File: src/design/lbf_pkg.sv
// Shared types and constants for the LED brightness fade block.
// Used by every module of the block but lbf_ram; depends on nothing.
package lbf_pkg;

    localparam int MAX_LEDS_DEF = 16;

    localparam int FUNC_W     = 2;
    localparam int INDEX_W    = 6;
    localparam int COLOR_W    = 8;
    localparam int PIX_W      = 3 * COLOR_W;
    localparam int LEVEL_W    = 7;
    localparam int INTERVAL_W = 16;
    localparam int TICK_W     = 17;
    localparam int STATUS_W   = 2;
    localparam int CFG_IDX_W  = 3;
    localparam int CFG_DATA_W = 16;

    localparam int CMDQ_DEPTH = 2;
    localparam int CMDQ_AW    = $clog2(CMDQ_DEPTH);

    localparam logic [FUNC_W-1:0] FUNC_TICK    = 2'd0;
    localparam logic [FUNC_W-1:0] FUNC_RESTART = 2'd1;
    localparam logic [FUNC_W-1:0] FUNC_BASE    = 2'd2;
    localparam logic [FUNC_W-1:0] FUNC_FRAME   = 2'd3;

    localparam logic [STATUS_W-1:0] ST_RUN    = 2'd0;
    localparam logic [STATUS_W-1:0] ST_FINISH = 2'd1;
    localparam logic [STATUS_W-1:0] ST_RESET  = 2'd2;
    localparam logic [STATUS_W-1:0] ST_LOAD   = 2'd3;

    localparam logic [CFG_IDX_W-1:0] CFG_START    = 3'd0;
    localparam logic [CFG_IDX_W-1:0] CFG_END      = 3'd1;
    localparam logic [CFG_IDX_W-1:0] CFG_STEP     = 3'd2;
    localparam logic [CFG_IDX_W-1:0] CFG_INTERVAL = 3'd3;
    localparam logic [CFG_IDX_W-1:0] CFG_COUNT    = 3'd4;
    localparam logic [CFG_IDX_W-1:0] CFG_INHERIT  = 3'd5;

    localparam logic [LEVEL_W-1:0]    START_RST    = 7'd0;
    localparam logic [LEVEL_W-1:0]    END_RST      = 7'd100;
    localparam logic [LEVEL_W-1:0]    STEP_RST     = 7'd1;
    localparam logic [INTERVAL_W-1:0] INTERVAL_RST = 16'd1;
    localparam logic [LEVEL_W-1:0]    COUNT_RST    = 7'd16;

    typedef enum logic [1:0] {
        CMD_TICK       = 2'd0,
        CMD_RESTART    = 2'd1,
        CMD_LOAD_BASE  = 2'd2,
        CMD_LOAD_FRAME = 2'd3
    } cmd_kind_t;

    typedef struct packed {
        cmd_kind_t            kind;
        logic [INDEX_W-1:0]   led_index;
        logic [PIX_W-1:0]     color;
    } cmd_t;

    typedef struct packed {
        logic [LEVEL_W-1:0]    start_level;
        logic [LEVEL_W-1:0]    end_level;
        logic [LEVEL_W-1:0]    step_size;
        logic [INTERVAL_W-1:0] tick_interval;
        logic [LEVEL_W-1:0]    led_count;
        logic                  inherit_frame;
    } cfg_t;

endpackage

File: src/design/lbf_ram.sv
// Generic single-write, single-read RAM with registered read data.
// Standalone; used for the base color and frame stores.
module lbf_ram #(
    parameter int WIDTH = 24,
    parameter int DEPTH = 16
) (
    input  logic                     aclk,
    input  logic                     wr_en,
    input  logic [$clog2(DEPTH)-1:0] wr_addr,
    input  logic [WIDTH-1:0]         wr_data,
    input  logic                     rd_en,
    input  logic [$clog2(DEPTH)-1:0] rd_addr,
    output logic [WIDTH-1:0]         rd_data
);

    logic [WIDTH-1:0] mem [DEPTH];

    always_ff @(posedge aclk) begin
        if (wr_en) begin
            mem[wr_addr] <= wr_data;
        end
        if (rd_en) begin
            rd_data <= mem[rd_addr];
        end
    end

endmodule

File: src/design/lbf_front.sv
// Front end: configuration registers and classification of input words.
// Depends on lbf_pkg; feeds lbf_cmd_queue.
module lbf_front (
    input  logic                            aclk,
    input  logic                            aresetn,
    input  logic                            s_valid,
    output logic                            s_ready,
    input  logic [lbf_pkg::FUNC_W-1:0]      s_func,
    input  logic [lbf_pkg::INDEX_W-1:0]     s_led_index,
    input  logic [lbf_pkg::COLOR_W-1:0]     s_red_in,
    input  logic [lbf_pkg::COLOR_W-1:0]     s_green_in,
    input  logic [lbf_pkg::COLOR_W-1:0]     s_blue_in,
    input  logic                            cfg_valid,
    output logic                            cfg_ready,
    input  logic [lbf_pkg::CFG_IDX_W-1:0]   cfg_index,
    input  logic [lbf_pkg::CFG_DATA_W-1:0]  cfg_data,
    output lbf_pkg::cfg_t                   cfg,
    input  logic                            q_full,
    output logic                            push,
    output lbf_pkg::cmd_t                   push_cmd
);
    import lbf_pkg::*;

    cfg_t cfg_reg, cfg_next;

    assign cfg_ready = 1'b1;
    assign cfg       = cfg_reg;
    assign s_ready   = !q_full;
    assign push      = s_valid && s_ready;

    always_comb begin
        cfg_next = cfg_reg;
        if (cfg_valid) begin
            unique case (cfg_index)
                CFG_START:    cfg_next.start_level   = cfg_data[LEVEL_W-1:0];
                CFG_END:      cfg_next.end_level     = cfg_data[LEVEL_W-1:0];
                CFG_STEP:     cfg_next.step_size     = cfg_data[LEVEL_W-1:0];
                CFG_INTERVAL: cfg_next.tick_interval = cfg_data[INTERVAL_W-1:0];
                CFG_COUNT:    cfg_next.led_count     = cfg_data[LEVEL_W-1:0];
                CFG_INHERIT:  cfg_next.inherit_frame = cfg_data[0];
                default:      cfg_next = cfg_reg;
            endcase
        end
    end

    always_ff @(posedge aclk) begin
        if (!aresetn) begin
            cfg_reg.start_level   <= START_RST;
            cfg_reg.end_level     <= END_RST;
            cfg_reg.step_size     <= STEP_RST;
            cfg_reg.tick_interval <= INTERVAL_RST;
            cfg_reg.led_count     <= COUNT_RST;
            cfg_reg.inherit_frame <= 1'b0;
        end else begin
            cfg_reg <= cfg_next;
        end
    end

    // classify: a tick with zero step acts as restart
    always_comb begin
        push_cmd.led_index = s_led_index;
        push_cmd.color     = {s_red_in, s_green_in, s_blue_in};
        unique case (s_func)
            FUNC_TICK: begin
                push_cmd.kind = (cfg_reg.step_size == '0) ? CMD_RESTART : CMD_TICK;
            end
            FUNC_RESTART: push_cmd.kind = CMD_RESTART;
            FUNC_BASE:    push_cmd.kind = CMD_LOAD_BASE;
            FUNC_FRAME:   push_cmd.kind = CMD_LOAD_FRAME;
            default:      push_cmd.kind = CMD_RESTART;
        endcase
    end

endmodule

File: src/design/lbf_cmd_queue.sv
// Short command queue between front end and back end.
// Depends on lbf_pkg for the command word type and depth.
module lbf_cmd_queue (
    input  logic          aclk,
    input  logic          aresetn,
    input  logic          push,
    input  lbf_pkg::cmd_t push_cmd,
    output logic          full,
    input  logic          pop,
    output logic          head_valid,
    output lbf_pkg::cmd_t head_cmd
);
    import lbf_pkg::*;

    cmd_t               mem_reg [CMDQ_DEPTH];
    logic [CMDQ_AW-1:0] wr_ptr_reg, wr_ptr_next;
    logic [CMDQ_AW-1:0] rd_ptr_reg, rd_ptr_next;
    logic [CMDQ_AW:0]   count_reg, count_next;

    assign full       = (count_reg == (CMDQ_AW+1)'(CMDQ_DEPTH));
    assign head_valid = (count_reg != '0);
    assign head_cmd   = mem_reg[rd_ptr_reg];

    always_comb begin
        wr_ptr_next = push ? wr_ptr_reg + 1'b1 : wr_ptr_reg;
        rd_ptr_next = pop ? rd_ptr_reg + 1'b1 : rd_ptr_reg;
        count_next  = count_reg;
        if (push && !pop) begin
            count_next = count_reg + 1'b1;
        end else if (pop && !push) begin
            count_next = count_reg - 1'b1;
        end
    end

    always_ff @(posedge aclk) begin
        if (!aresetn) begin
            wr_ptr_reg <= '0;
            rd_ptr_reg <= '0;
            count_reg  <= '0;
        end else begin
            wr_ptr_reg <= wr_ptr_next;
            rd_ptr_reg <= rd_ptr_next;
            count_reg  <= count_next;
        end
    end

    always_ff @(posedge aclk) begin
        if (push) begin
            mem_reg[wr_ptr_reg] <= push_cmd;
        end
    end

endmodule

File: src/design/lbf_back.sv
// Back end: ramp sequencer, base/frame stores and the scaling pipeline.
// Depends on lbf_pkg and lbf_ram; drains commands from lbf_cmd_queue.
module lbf_back #(
    parameter int MAX_LEDS = lbf_pkg::MAX_LEDS_DEF
) (
    input  logic                           aclk,
    input  logic                           aresetn,
    input  lbf_pkg::cfg_t                  cfg,
    input  logic                           cmd_valid,
    input  lbf_pkg::cmd_t                  cmd,
    output logic                           cmd_pop,
    output logic                           m_valid,
    input  logic                           m_ready,
    output logic [lbf_pkg::INDEX_W-1:0]    m_pixel_index,
    output logic [lbf_pkg::COLOR_W-1:0]    m_red_out,
    output logic [lbf_pkg::COLOR_W-1:0]    m_green_out,
    output logic [lbf_pkg::COLOR_W-1:0]    m_blue_out,
    output logic [lbf_pkg::LEVEL_W-1:0]    m_level_out,
    output logic [lbf_pkg::STATUS_W-1:0]   m_status,
    output logic                           m_last
);
    import lbf_pkg::*;

    localparam int IDX_W       = $clog2(MAX_LEDS);
    localparam int PROD_W      = COLOR_W + LEVEL_W;
    localparam int RECIP_SHIFT = 22;
    localparam int RECIP_W     = 16;
    localparam int QFULL_W     = PROD_W + RECIP_W;
    localparam logic [RECIP_W-1:0] RECIP_100 = 16'd41944;
    localparam logic [PROD_W-1:0]  HALF_100  = 15'd50;

    typedef enum logic [4:0] {
        S_IDLE       = 5'b00001,
        S_INIT       = 5'b00010,
        S_INIT_DRAIN = 5'b00100,
        S_CHECK      = 5'b01000,
        S_EMIT       = 5'b10000
    } state_t;

    // floor(x/100) for x below 2^15, saturated to a color byte; callers add 50
    function automatic logic [COLOR_W-1:0] div100_sat(input logic [PROD_W-1:0] x);
        logic [QFULL_W-1:0] p;
        logic [COLOR_W:0]   q;
        p = QFULL_W'(x) * QFULL_W'(RECIP_100);
        q = p[RECIP_SHIFT+COLOR_W:RECIP_SHIFT];
        return q[COLOR_W] ? {COLOR_W{1'b1}} : q[COLOR_W-1:0];
    endfunction

    state_t              state_reg, state_next;
    logic [TICK_W-1:0]   tick_count_reg, tick_count_next;
    logic [LEVEL_W-1:0]  level_reg, level_next;
    logic [IDX_W-1:0]    sweep_reg, sweep_next;
    logic [MAX_LEDS-1:0] base_vld_reg, base_vld_next;
    logic [MAX_LEDS-1:0] frame_vld_reg, frame_vld_next;
    logic                p1_v_reg, p1_v_next;
    logic                p2_v_reg, p2_v_next;
    logic                out_v_reg, out_v_next;

    logic                p1_init_reg, p1_last_reg, p1_ent_reg;
    logic [IDX_W-1:0]    p1_idx_reg;
    logic                p2_init_reg, p2_last_reg;
    logic [IDX_W-1:0]    p2_idx_reg;
    logic [PROD_W-1:0]   p2_red_reg, p2_green_reg, p2_blue_reg;

    logic [INDEX_W-1:0]  out_idx_reg, out_idx_next;
    logic [PIX_W-1:0]    out_px_reg, out_px_next;
    logic [LEVEL_W-1:0]  out_level_reg, out_level_next;
    logic [STATUS_W-1:0] out_status_reg, out_status_next;
    logic                out_last_reg, out_last_next;
    logic                out_load;

    logic                base_we, frame_we;
    logic [IDX_W-1:0]    base_wa, frame_wa;
    logic [PIX_W-1:0]    base_wd, frame_wd;
    logic [PIX_W-1:0]    base_rd, frame_rd;

    logic                adv, drained, issue, sweep_last, wb_fire;
    logic [LEVEL_W-1:0]  n_clamp;
    logic [IDX_W-1:0]    last_idx;
    logic [PIX_W-1:0]    src_px, scaled_px;
    logic [PROD_W-1:0]   prod_red, prod_green, prod_blue;
    logic                up, fin, tick_roll, idx_ok;
    logic [LEVEL_W:0]    diff;
    logic [LEVEL_W-1:0]  level_step;
    logic [TICK_W-1:0]   tick_base;

    lbf_ram #(.WIDTH(PIX_W), .DEPTH(MAX_LEDS)) u_base_ram (
        .aclk    (aclk),
        .wr_en   (base_we),
        .wr_addr (base_wa),
        .wr_data (base_wd),
        .rd_en   (issue),
        .rd_addr (sweep_reg),
        .rd_data (base_rd)
    );

    lbf_ram #(.WIDTH(PIX_W), .DEPTH(MAX_LEDS)) u_frame_ram (
        .aclk    (aclk),
        .wr_en   (frame_we),
        .wr_addr (frame_wa),
        .wr_data (frame_wd),
        .rd_en   (issue),
        .rd_addr (sweep_reg),
        .rd_data (frame_rd)
    );

    always_comb begin
        if (cfg.led_count > LEVEL_W'(MAX_LEDS)) begin
            n_clamp = LEVEL_W'(MAX_LEDS);
        end else if (cfg.led_count == '0) begin
            n_clamp = LEVEL_W'(1);
        end else begin
            n_clamp = cfg.led_count;
        end
    end
    assign last_idx = IDX_W'(n_clamp - LEVEL_W'(1));

    assign adv        = !out_v_reg || m_ready;
    assign drained    = !p1_v_reg && !p2_v_reg;
    assign issue      = adv && (state_reg == S_INIT || state_reg == S_EMIT);
    assign sweep_last = (sweep_reg == last_idx);
    assign wb_fire    = adv && p2_v_reg;
    assign cmd_pop    = (state_reg == S_IDLE) && cmd_valid && adv && drained;
    assign idx_ok     = {1'b0, cmd.led_index} < (INDEX_W+1)'(MAX_LEDS);

    assign src_px = !p1_ent_reg ? '0 :
                    (p1_init_reg && cfg.inherit_frame) ? frame_rd : base_rd;
    assign prod_red   = PROD_W'({7'd0, src_px[PIX_W-1 -: COLOR_W]} * {8'd0, level_reg})
                        + HALF_100;
    assign prod_green = PROD_W'({7'd0, src_px[2*COLOR_W-1 -: COLOR_W]} * {8'd0, level_reg})
                        + HALF_100;
    assign prod_blue  = PROD_W'({7'd0, src_px[COLOR_W-1:0]} * {8'd0, level_reg})
                        + HALF_100;
    assign scaled_px  = {div100_sat(p2_red_reg), div100_sat(p2_green_reg),
                         div100_sat(p2_blue_reg)};

    assign up         = cfg.start_level <= cfg.end_level;
    assign diff       = up ? ({1'b0, cfg.end_level} - {1'b0, level_reg})
                           : ({1'b0, level_reg} - {1'b0, cfg.end_level});
    assign fin        = $signed(diff) < $signed({1'b0, cfg.step_size});
    assign tick_roll  = tick_count_reg >= {1'b0, cfg.tick_interval};
    assign level_step = up ? level_reg + cfg.step_size : level_reg - cfg.step_size;
    assign tick_base  = tick_roll ? '0 : tick_count_reg;

    always_comb begin
        state_next      = state_reg;
        tick_count_next = tick_count_reg;
        level_next      = level_reg;
        sweep_next      = sweep_reg;
        base_vld_next   = base_vld_reg;
        frame_vld_next  = frame_vld_reg;
        p1_v_next       = adv ? issue : p1_v_reg;
        p2_v_next       = adv ? p1_v_reg : p2_v_reg;
        out_v_next      = out_v_reg && !m_ready;
        out_load        = 1'b0;
        out_idx_next    = INDEX_W'(p2_idx_reg);
        out_px_next     = scaled_px;
        out_level_next  = level_reg;
        out_status_next = ST_RUN;
        out_last_next   = p2_last_reg;
        base_we         = 1'b0;
        base_wa         = p2_idx_reg;
        base_wd         = scaled_px;
        frame_we        = 1'b0;
        frame_wa        = p2_idx_reg;
        frame_wd        = scaled_px;

        // write back scaled pixels; emit them outside the first-tick load
        if (wb_fire) begin
            frame_we                   = 1'b1;
            frame_vld_next[p2_idx_reg] = 1'b1;
            if (p2_init_reg && cfg.inherit_frame) begin
                base_we                   = 1'b1;
                base_vld_next[p2_idx_reg] = 1'b1;
            end
            if (!p2_init_reg) begin
                out_load   = 1'b1;
                out_v_next = 1'b1;
            end
        end

        unique case (state_reg)
            S_IDLE: begin
                if (cmd_pop) begin
                    unique case (cmd.kind)
                        CMD_LOAD_BASE, CMD_LOAD_FRAME: begin
                            if (idx_ok && cmd.kind == CMD_LOAD_BASE) begin
                                base_we                                = 1'b1;
                                base_wa                                = cmd.led_index[IDX_W-1:0];
                                base_wd                                = cmd.color;
                                base_vld_next[cmd.led_index[IDX_W-1:0]] = 1'b1;
                            end
                            if (idx_ok && cmd.kind == CMD_LOAD_FRAME) begin
                                frame_we                                = 1'b1;
                                frame_wa                                = cmd.led_index[IDX_W-1:0];
                                frame_wd                                = cmd.color;
                                frame_vld_next[cmd.led_index[IDX_W-1:0]] = 1'b1;
                            end
                            out_load        = 1'b1;
                            out_v_next      = 1'b1;
                            out_idx_next    = cmd.led_index;
                            out_px_next     = cmd.color;
                            out_status_next = ST_LOAD;
                            out_last_next   = 1'b1;
                        end
                        CMD_RESTART: begin
                            tick_count_next = '0;
                            level_next      = cfg.start_level;
                            out_load        = 1'b1;
                            out_v_next      = 1'b1;
                            out_idx_next    = '0;
                            out_px_next     = '0;
                            out_level_next  = cfg.start_level;
                            out_status_next = ST_RESET;
                            out_last_next   = 1'b1;
                        end
                        CMD_TICK: begin
                            if (tick_count_reg == '0) begin
                                level_next = cfg.start_level;
                                sweep_next = '0;
                                state_next = S_INIT;
                            end else begin
                                state_next = S_CHECK;
                            end
                        end
                        default: state_next = S_IDLE;
                    endcase
                end
            end
            S_INIT: begin
                if (issue) begin
                    if (sweep_last) begin
                        state_next = S_INIT_DRAIN;
                    end else begin
                        sweep_next = sweep_reg + 1'b1;
                    end
                end
            end
            S_INIT_DRAIN: begin
                if (drained) begin
                    state_next = S_CHECK;
                end
            end
            S_CHECK: begin
                if (adv) begin
                    if (fin) begin
                        out_load        = 1'b1;
                        out_v_next      = 1'b1;
                        out_idx_next    = '0;
                        out_px_next     = '0;
                        out_status_next = ST_FINISH;
                        out_last_next   = 1'b1;
                        state_next      = S_IDLE;
                    end else begin
                        if (tick_roll) begin
                            level_next = level_step;
                        end
                        tick_count_next = tick_base + 1'b1;
                        sweep_next      = '0;
                        state_next      = S_EMIT;
                    end
                end
            end
            S_EMIT: begin
                if (issue) begin
                    if (sweep_last) begin
                        state_next = S_IDLE;
                    end else begin
                        sweep_next = sweep_reg + 1'b1;
                    end
                end
            end
            default: state_next = S_IDLE;
        endcase
    end

    always_ff @(posedge aclk) begin
        if (!aresetn) begin
            state_reg      <= S_IDLE;
            tick_count_reg <= '0;
            level_reg      <= '0;
            sweep_reg      <= '0;
            base_vld_reg   <= '0;
            frame_vld_reg  <= '0;
            p1_v_reg       <= 1'b0;
            p2_v_reg       <= 1'b0;
            out_v_reg      <= 1'b0;
        end else begin
            state_reg      <= state_next;
            tick_count_reg <= tick_count_next;
            level_reg      <= level_next;
            sweep_reg      <= sweep_next;
            base_vld_reg   <= base_vld_next;
            frame_vld_reg  <= frame_vld_next;
            p1_v_reg       <= p1_v_next;
            p2_v_reg       <= p2_v_next;
            out_v_reg      <= out_v_next;
        end
    end

    always_ff @(posedge aclk) begin
        if (adv) begin
            p1_init_reg  <= (state_reg == S_INIT);
            p1_last_reg  <= sweep_last;
            p1_idx_reg   <= sweep_reg;
            p1_ent_reg   <= (state_reg == S_INIT && cfg.inherit_frame) ?
                            frame_vld_reg[sweep_reg] : base_vld_reg[sweep_reg];
            p2_init_reg  <= p1_init_reg;
            p2_last_reg  <= p1_last_reg;
            p2_idx_reg   <= p1_idx_reg;
            p2_red_reg   <= prod_red;
            p2_green_reg <= prod_green;
            p2_blue_reg  <= prod_blue;
        end
        if (out_load) begin
            out_idx_reg    <= out_idx_next;
            out_px_reg     <= out_px_next;
            out_level_reg  <= out_level_next;
            out_status_reg <= out_status_next;
            out_last_reg   <= out_last_next;
        end
    end

    assign m_valid       = out_v_reg;
    assign m_pixel_index = out_idx_reg;
    assign m_red_out     = out_px_reg[PIX_W-1 -: COLOR_W];
    assign m_green_out   = out_px_reg[2*COLOR_W-1 -: COLOR_W];
    assign m_blue_out    = out_px_reg[COLOR_W-1:0];
    assign m_level_out   = out_level_reg;
    assign m_status      = out_status_reg;
    assign m_last        = out_last_reg;

endmodule

File: src/design/led_brightness_fade.sv
// LED brightness fade: ticked brightness ramp over an LED frame.
// Input words enter s_*, results leave m_*, both valid/ready; registers are
// written through cfg_valid/cfg_ready with cfg_index and cfg_data, always ready.
// Register indexes: 0 start level, 1 end level, 2 step, 3 tick interval,
// 4 LED count, 5 inherit mode. Write them only while the block is idle.
// A load word (base or frame entry) returns one acknowledge word.
// A restart, or a tick with zero step, returns one word.
// A running tick returns one word per LED in use, one per cycle while
// m_ready does not stall, a rate set by the single read port of the base
// store; a tick that finds the ramp at its end returns one finish word.
// The first tick after a restart first sweeps the stores once more.
// A two-word command queue parts input from the sequencer, so input words
// are still taken while results wait until the queue fills; a stalled m_ready
// holds the result word and freezes the scaling pipeline in place.
// Reset is synchronous on aresetn: registers take their defaults, level and
// tick count clear, every base and frame entry reads as black, no reset pass.
// Depends on lbf_pkg, lbf_front, lbf_cmd_queue, lbf_back and lbf_ram.
module led_brightness_fade #(
    parameter int MAX_LEDS = lbf_pkg::MAX_LEDS_DEF
) (
    input  logic                           aclk,
    input  logic                           aresetn,
    input  logic                           s_valid,
    output logic                           s_ready,
    input  logic [lbf_pkg::FUNC_W-1:0]     s_func,
    input  logic [lbf_pkg::INDEX_W-1:0]    s_led_index,
    input  logic [lbf_pkg::COLOR_W-1:0]    s_red_in,
    input  logic [lbf_pkg::COLOR_W-1:0]    s_green_in,
    input  logic [lbf_pkg::COLOR_W-1:0]    s_blue_in,
    output logic                           m_valid,
    input  logic                           m_ready,
    output logic [lbf_pkg::INDEX_W-1:0]    m_pixel_index,
    output logic [lbf_pkg::COLOR_W-1:0]    m_red_out,
    output logic [lbf_pkg::COLOR_W-1:0]    m_green_out,
    output logic [lbf_pkg::COLOR_W-1:0]    m_blue_out,
    output logic [lbf_pkg::LEVEL_W-1:0]    m_level_out,
    output logic [lbf_pkg::STATUS_W-1:0]   m_status,
    output logic                           m_last,
    input  logic                           cfg_valid,
    output logic                           cfg_ready,
    input  logic [lbf_pkg::CFG_IDX_W-1:0]  cfg_index,
    input  logic [lbf_pkg::CFG_DATA_W-1:0] cfg_data
);
    import lbf_pkg::*;

    cfg_t cfg;
    cmd_t push_cmd, head_cmd;
    logic push, q_full, pop, head_valid;

    lbf_front u_front (
        .aclk        (aclk),
        .aresetn     (aresetn),
        .s_valid     (s_valid),
        .s_ready     (s_ready),
        .s_func      (s_func),
        .s_led_index (s_led_index),
        .s_red_in    (s_red_in),
        .s_green_in  (s_green_in),
        .s_blue_in   (s_blue_in),
        .cfg_valid   (cfg_valid),
        .cfg_ready   (cfg_ready),
        .cfg_index   (cfg_index),
        .cfg_data    (cfg_data),
        .cfg         (cfg),
        .q_full      (q_full),
        .push        (push),
        .push_cmd    (push_cmd)
    );

    lbf_cmd_queue u_queue (
        .aclk       (aclk),
        .aresetn    (aresetn),
        .push       (push),
        .push_cmd   (push_cmd),
        .full       (q_full),
        .pop        (pop),
        .head_valid (head_valid),
        .head_cmd   (head_cmd)
    );

    lbf_back #(.MAX_LEDS(MAX_LEDS)) u_back (
        .aclk          (aclk),
        .aresetn       (aresetn),
        .cfg           (cfg),
        .cmd_valid     (head_valid),
        .cmd           (head_cmd),
        .cmd_pop       (pop),
        .m_valid       (m_valid),
        .m_ready       (m_ready),
        .m_pixel_index (m_pixel_index),
        .m_red_out     (m_red_out),
        .m_green_out   (m_green_out),
        .m_blue_out    (m_blue_out),
        .m_level_out   (m_level_out),
        .m_status      (m_status),
        .m_last        (m_last)
    );

endmodule

File: config.mk
export PLATFORM = sky130hd
export DESIGN_NAME = led_brightness_fade
export DESIGN_NICKNAME = d
export VERILOG_FILES = /design/src/design/lbf_pkg.sv /design/src/design/lbf_ram.sv /design/src/design/lbf_front.sv /design/src/design/lbf_cmd_queue.sv /design/src/design/lbf_back.sv /design/src/design/led_brightness_fade.sv
export SDC_FILE = /design/constraint.sdc
export NUM_CORES = 2
export LEC_CHECK = 0
export BUFFER_PORTS_ARGS = -buffer_cell sky130_fd_sc_hd__buf_4
export CELL_PAD_IN_SITES_DETAIL_PLACEMENT = 1
export CELL_PAD_IN_SITES_GLOBAL_PLACEMENT = 2
export CORE_MARGIN = 8
export CORE_UTILIZATION = 40
export DETAILED_ROUTE_END_ITERATION = 12
export PLACE_DENSITY_LB_ADDON = 0.1
export SYNTH_ARGS = -nofsm -noshare
export SYNTH_HDL_FRONTEND = slang
export SYNTH_SLANG_ARGS = --single-unit
File: constraint.sdc
create_clock -name aclk -period 8.16 [get_ports aclk]
set_input_delay 1.632 -clock aclk [delete_from_list [all_inputs] [get_ports aclk]]
set_output_delay 1.632 -clock aclk [all_outputs]
set_load 0.02 [all_outputs]
==> flow_summary.ini <==
[route]
drt_pass1_iterations = 5
route.met3.wl_microns = 8480
antenna_left = 0
m1WireLength_microns = 77100
post_drt_wl_per_cell_microns = 25.8
dr_wl_met2_microns = 80300
routed_wl_microns = 170000
highest_layer = met5
remaining_drc_errors = 0
viasPerCell = 5.37
vias = 35200
drtIter0Drc = 2575

[setup_path]
critPathArrivalTime_ps = 7420
critPathCaptureType = flop
worstSetupStartpointType = flop
rr_endpoint = u_back.u_base_ram.mem[5][13]$_DFFE_PP_
reg2reg_slack_ps = 1090
reg2regPathDepth = 16
critPathRequiredTime_ps = 8510
path_class = reg -> reg
crit_fanout = 21
reg2reg_from = u_back.p2_green_reg[12]$_DFFE_PN_

[clocking]
path_clk_slew_ps = 70
post_cts_buffers = 0
clockBufferDepth = 3
clock_sinks = 1096
ctsResizeCount = 0
htreeDepth = 3
clock_latency_ps = 800
cts-root-buf = clkbuf_16
cts_tree = built
cts_hold_buf = 0
numCtsBuffers = 118

[synthesis]
synth.ff_latch_count = 1096
synth_ff_type = edfxtp_1
synth_area_sq_um = 60300
synth_cells = 4239
seq_area_frac_synth_pct = 52.6
syn_nets = 5054
synthArstFlopShare_pct = 0
yosys.cell_types.count = 82
synth_edf_count = 978
syn_area_per_cell_sq_um = 14.2
yosys_warnings = 0

[grt]
grt_pass1_vias = 37700
antenna_found_initial = 4
grt_max_degree = 87
overflow = 0
grt_use_total_pct = 20.7
grt_pass1_wl_microns = 252000

[status]
status = completed

[layout]
fill_cells = 15000
fin_area_sq_um = 68200
drive_above_1_share_pct = 16.3
areaGrowthSynthToFinish_pct = 13.2
num-nets-final = 5254
utilization_pct = 45.6

[floorplanning]
design.die.area_sq_um = 163000
boundaryPins = 99
die_y_microns = 404
initial_utilization_pct = 40.3
fp.dieW_microns = 404
core_area_sq_um = 150000
num_rows = 142

[power]
power_density_nw_per_um2 = 370
p_leak_nw = 26.6
ir_worst_vdd_mv = 0.439
p_total_mw = 25.2

[min_path]
min_delay_path_depth = 0
hold_class = reg -> reg
hp-start = u_back.p1_last_reg$_DFFE_PN_
min_to = u_back.p2_last_reg$_DFFE_PN_

[sta]
finalWorstSetupSlack_ps = 1090
fin_skew_ps = 133
max_freq_mhz = 141
tns_ps = 0
final_max_slew_viol_count = 0
worst_slew_pin_slew_ps = 1310
finalHoldViolCount = 0
min_period_ps = 7070
max-slew-margin-rel_pct = 11.9
timing.final.crit_share_pct = 86.7
setup_viol = 0
rsz0062_at_grt = no

[placement]
postPlaceCellArea_sq_um = 64300
port_buffers = 97
place_ws_ps = 1070
gp_congestion = 0.779
hpwl_microns = 118000

[flow_run]
maxCapViolations = 0
==> cell families (layout without fill, tap and decap cells) <==
group	count (synthesis)	count (layout)	synth area share, %
buffers and inverters	697	1000	4.37
and+or+nand+nor	776	776	6.22
AOI/OAI and AO/OA	489	489	5.11
other	1	5	0.00622
DFF	1096	1096	52.6
muxes	341	341	10.9
xor gates and xnor gates	80	80	1.18
adders and majority gates	759	759	19.6
==> cells in the final DEF (no fill, tap or decap), types with 94 or more instances in the layout <==
master / n
nand2_1: 266
inv_1: 553
fa_1: 309
edfxtp_1: 978
clkbuf_16: 118
and2_1: 94
dfxtp_1: 114
nor2_1: 131
mux4_2: 250
a21oi_1: 187
buf_4: 217
ha_1: 450
==> worst max path at each step <==
stage,endpoint,slack (ps),start
floorplan,u_back.m_last$_DFFE_PP_,1430,u_front.cfg[32]$_SDFFE_PN0P_
global placement,u_back.u_base_ram.mem[14][13]$_DFFE_PP_,1170,u_back.p2_green_reg[12]$_DFFE_PN_
detailed placement,u_back.u_base_ram.mem[15][13]$_DFFE_PP_,1070,u_back.p2_green_reg[12]$_DFFE_PN_
CTS,u_back.u_base_ram.mem[12][13]$_DFFE_PP_,1020,u_back.p2_green_reg[12]$_DFFE_PN_
global route,u_back.u_base_ram.mem[3][13]$_DFFE_PP_,630,u_back.p2_green_reg[12]$_DFFE_PN_
finish,u_back.u_base_ram.mem[5][13]$_DFFE_PP_,1090,u_back.p2_green_reg[12]$_DFFE_PN_
==> area by class of cell <==
type | instances | area, sq um | area share [%]
Tap cell | 2016 | 2520 | 3.70
Clock inverter | 81 | 868 | 1.27
Clock buffer | 142 | 3060 | 4.49
Timing Repair Buffer | 220 | 1690 | 2.48
Multi-Input combinational cell | 2446 | 26200 | 38.5
Sequential cell | 1096 | 31700 | 46.5
Inverter | 557 | 2100 | 3.07
Antenna cell | 4 | 10.0 | 0.0147
==> through the flow <==
| stage | cells | hold slack [ps] |
|---|---|---|
| floorplan | 4239 | 400 |
| global placement | 6335 | 403 |
| detailed placement | 6335 | 408 |
| CTS | 6558 | 422 |
| global route | 6558 | 429 |
| finish | 6562 | 422 |
==> layer usage <==
layer	GRT usage, %	up-vias
met5	0	-
met4	4.61	2
met3	3.17	161
met2	33.6	757
met1	29.5	18500
li1	-	15800
==> report_power, final <==
group	internal [mW]	switching (mW)	leakage, nW	total (mW)
combinational	4.06	7.39	14.6	11.5
clock	3.07	2.34	1.90	5.41
sequential	8.05	0.324	10.1	8.38
==> synth_stat cells, types with 25 or more instances <==
cell | count | area share [%]
nand2_1 | 266 | 1.7
ha_1 | 450 | 9.3
and2_1 | 94 | 0.98
mux2i_1 | 71 | 1.2
inv_1 | 554 | 3.4
nand3_1 | 62 | 0.51
clkbuf_1 | 105 | 0.65
xnor2_1 | 63 | 0.91
a21oi_1 | 187 | 1.6
edfxtp_1 | 978 | 49
nor2_1 | 161 | 1.0
fa_1 | 309 | 10
a21o_1 | 35 | 0.44
dfxtp_1 | 118 | 3.9
mux4_2 | 250 | 9.3
nor3_1 | 60 | 0.50
o21ai_0 | 72 | 0.60
buf_1 | 27 | 0.17
a31oi_1 | 25 | 0.26
==> critical path, stage by stage, from the launching register on <==
cell	delay (ps)
edfxtp_1	590
ha_1	400
fa_1	470
fa_1	510
fa_1	540
inv_1	50
fa_1	480
inv_1	40
ha_1	310
nand4_1	180
nor2_1	130
a221oi_1	90
a31oi_1	610
a211oi_1	300
xnor2_4	900
a21oi_1	180
mux2i_1	940
(Power assumes the default switching activity.)
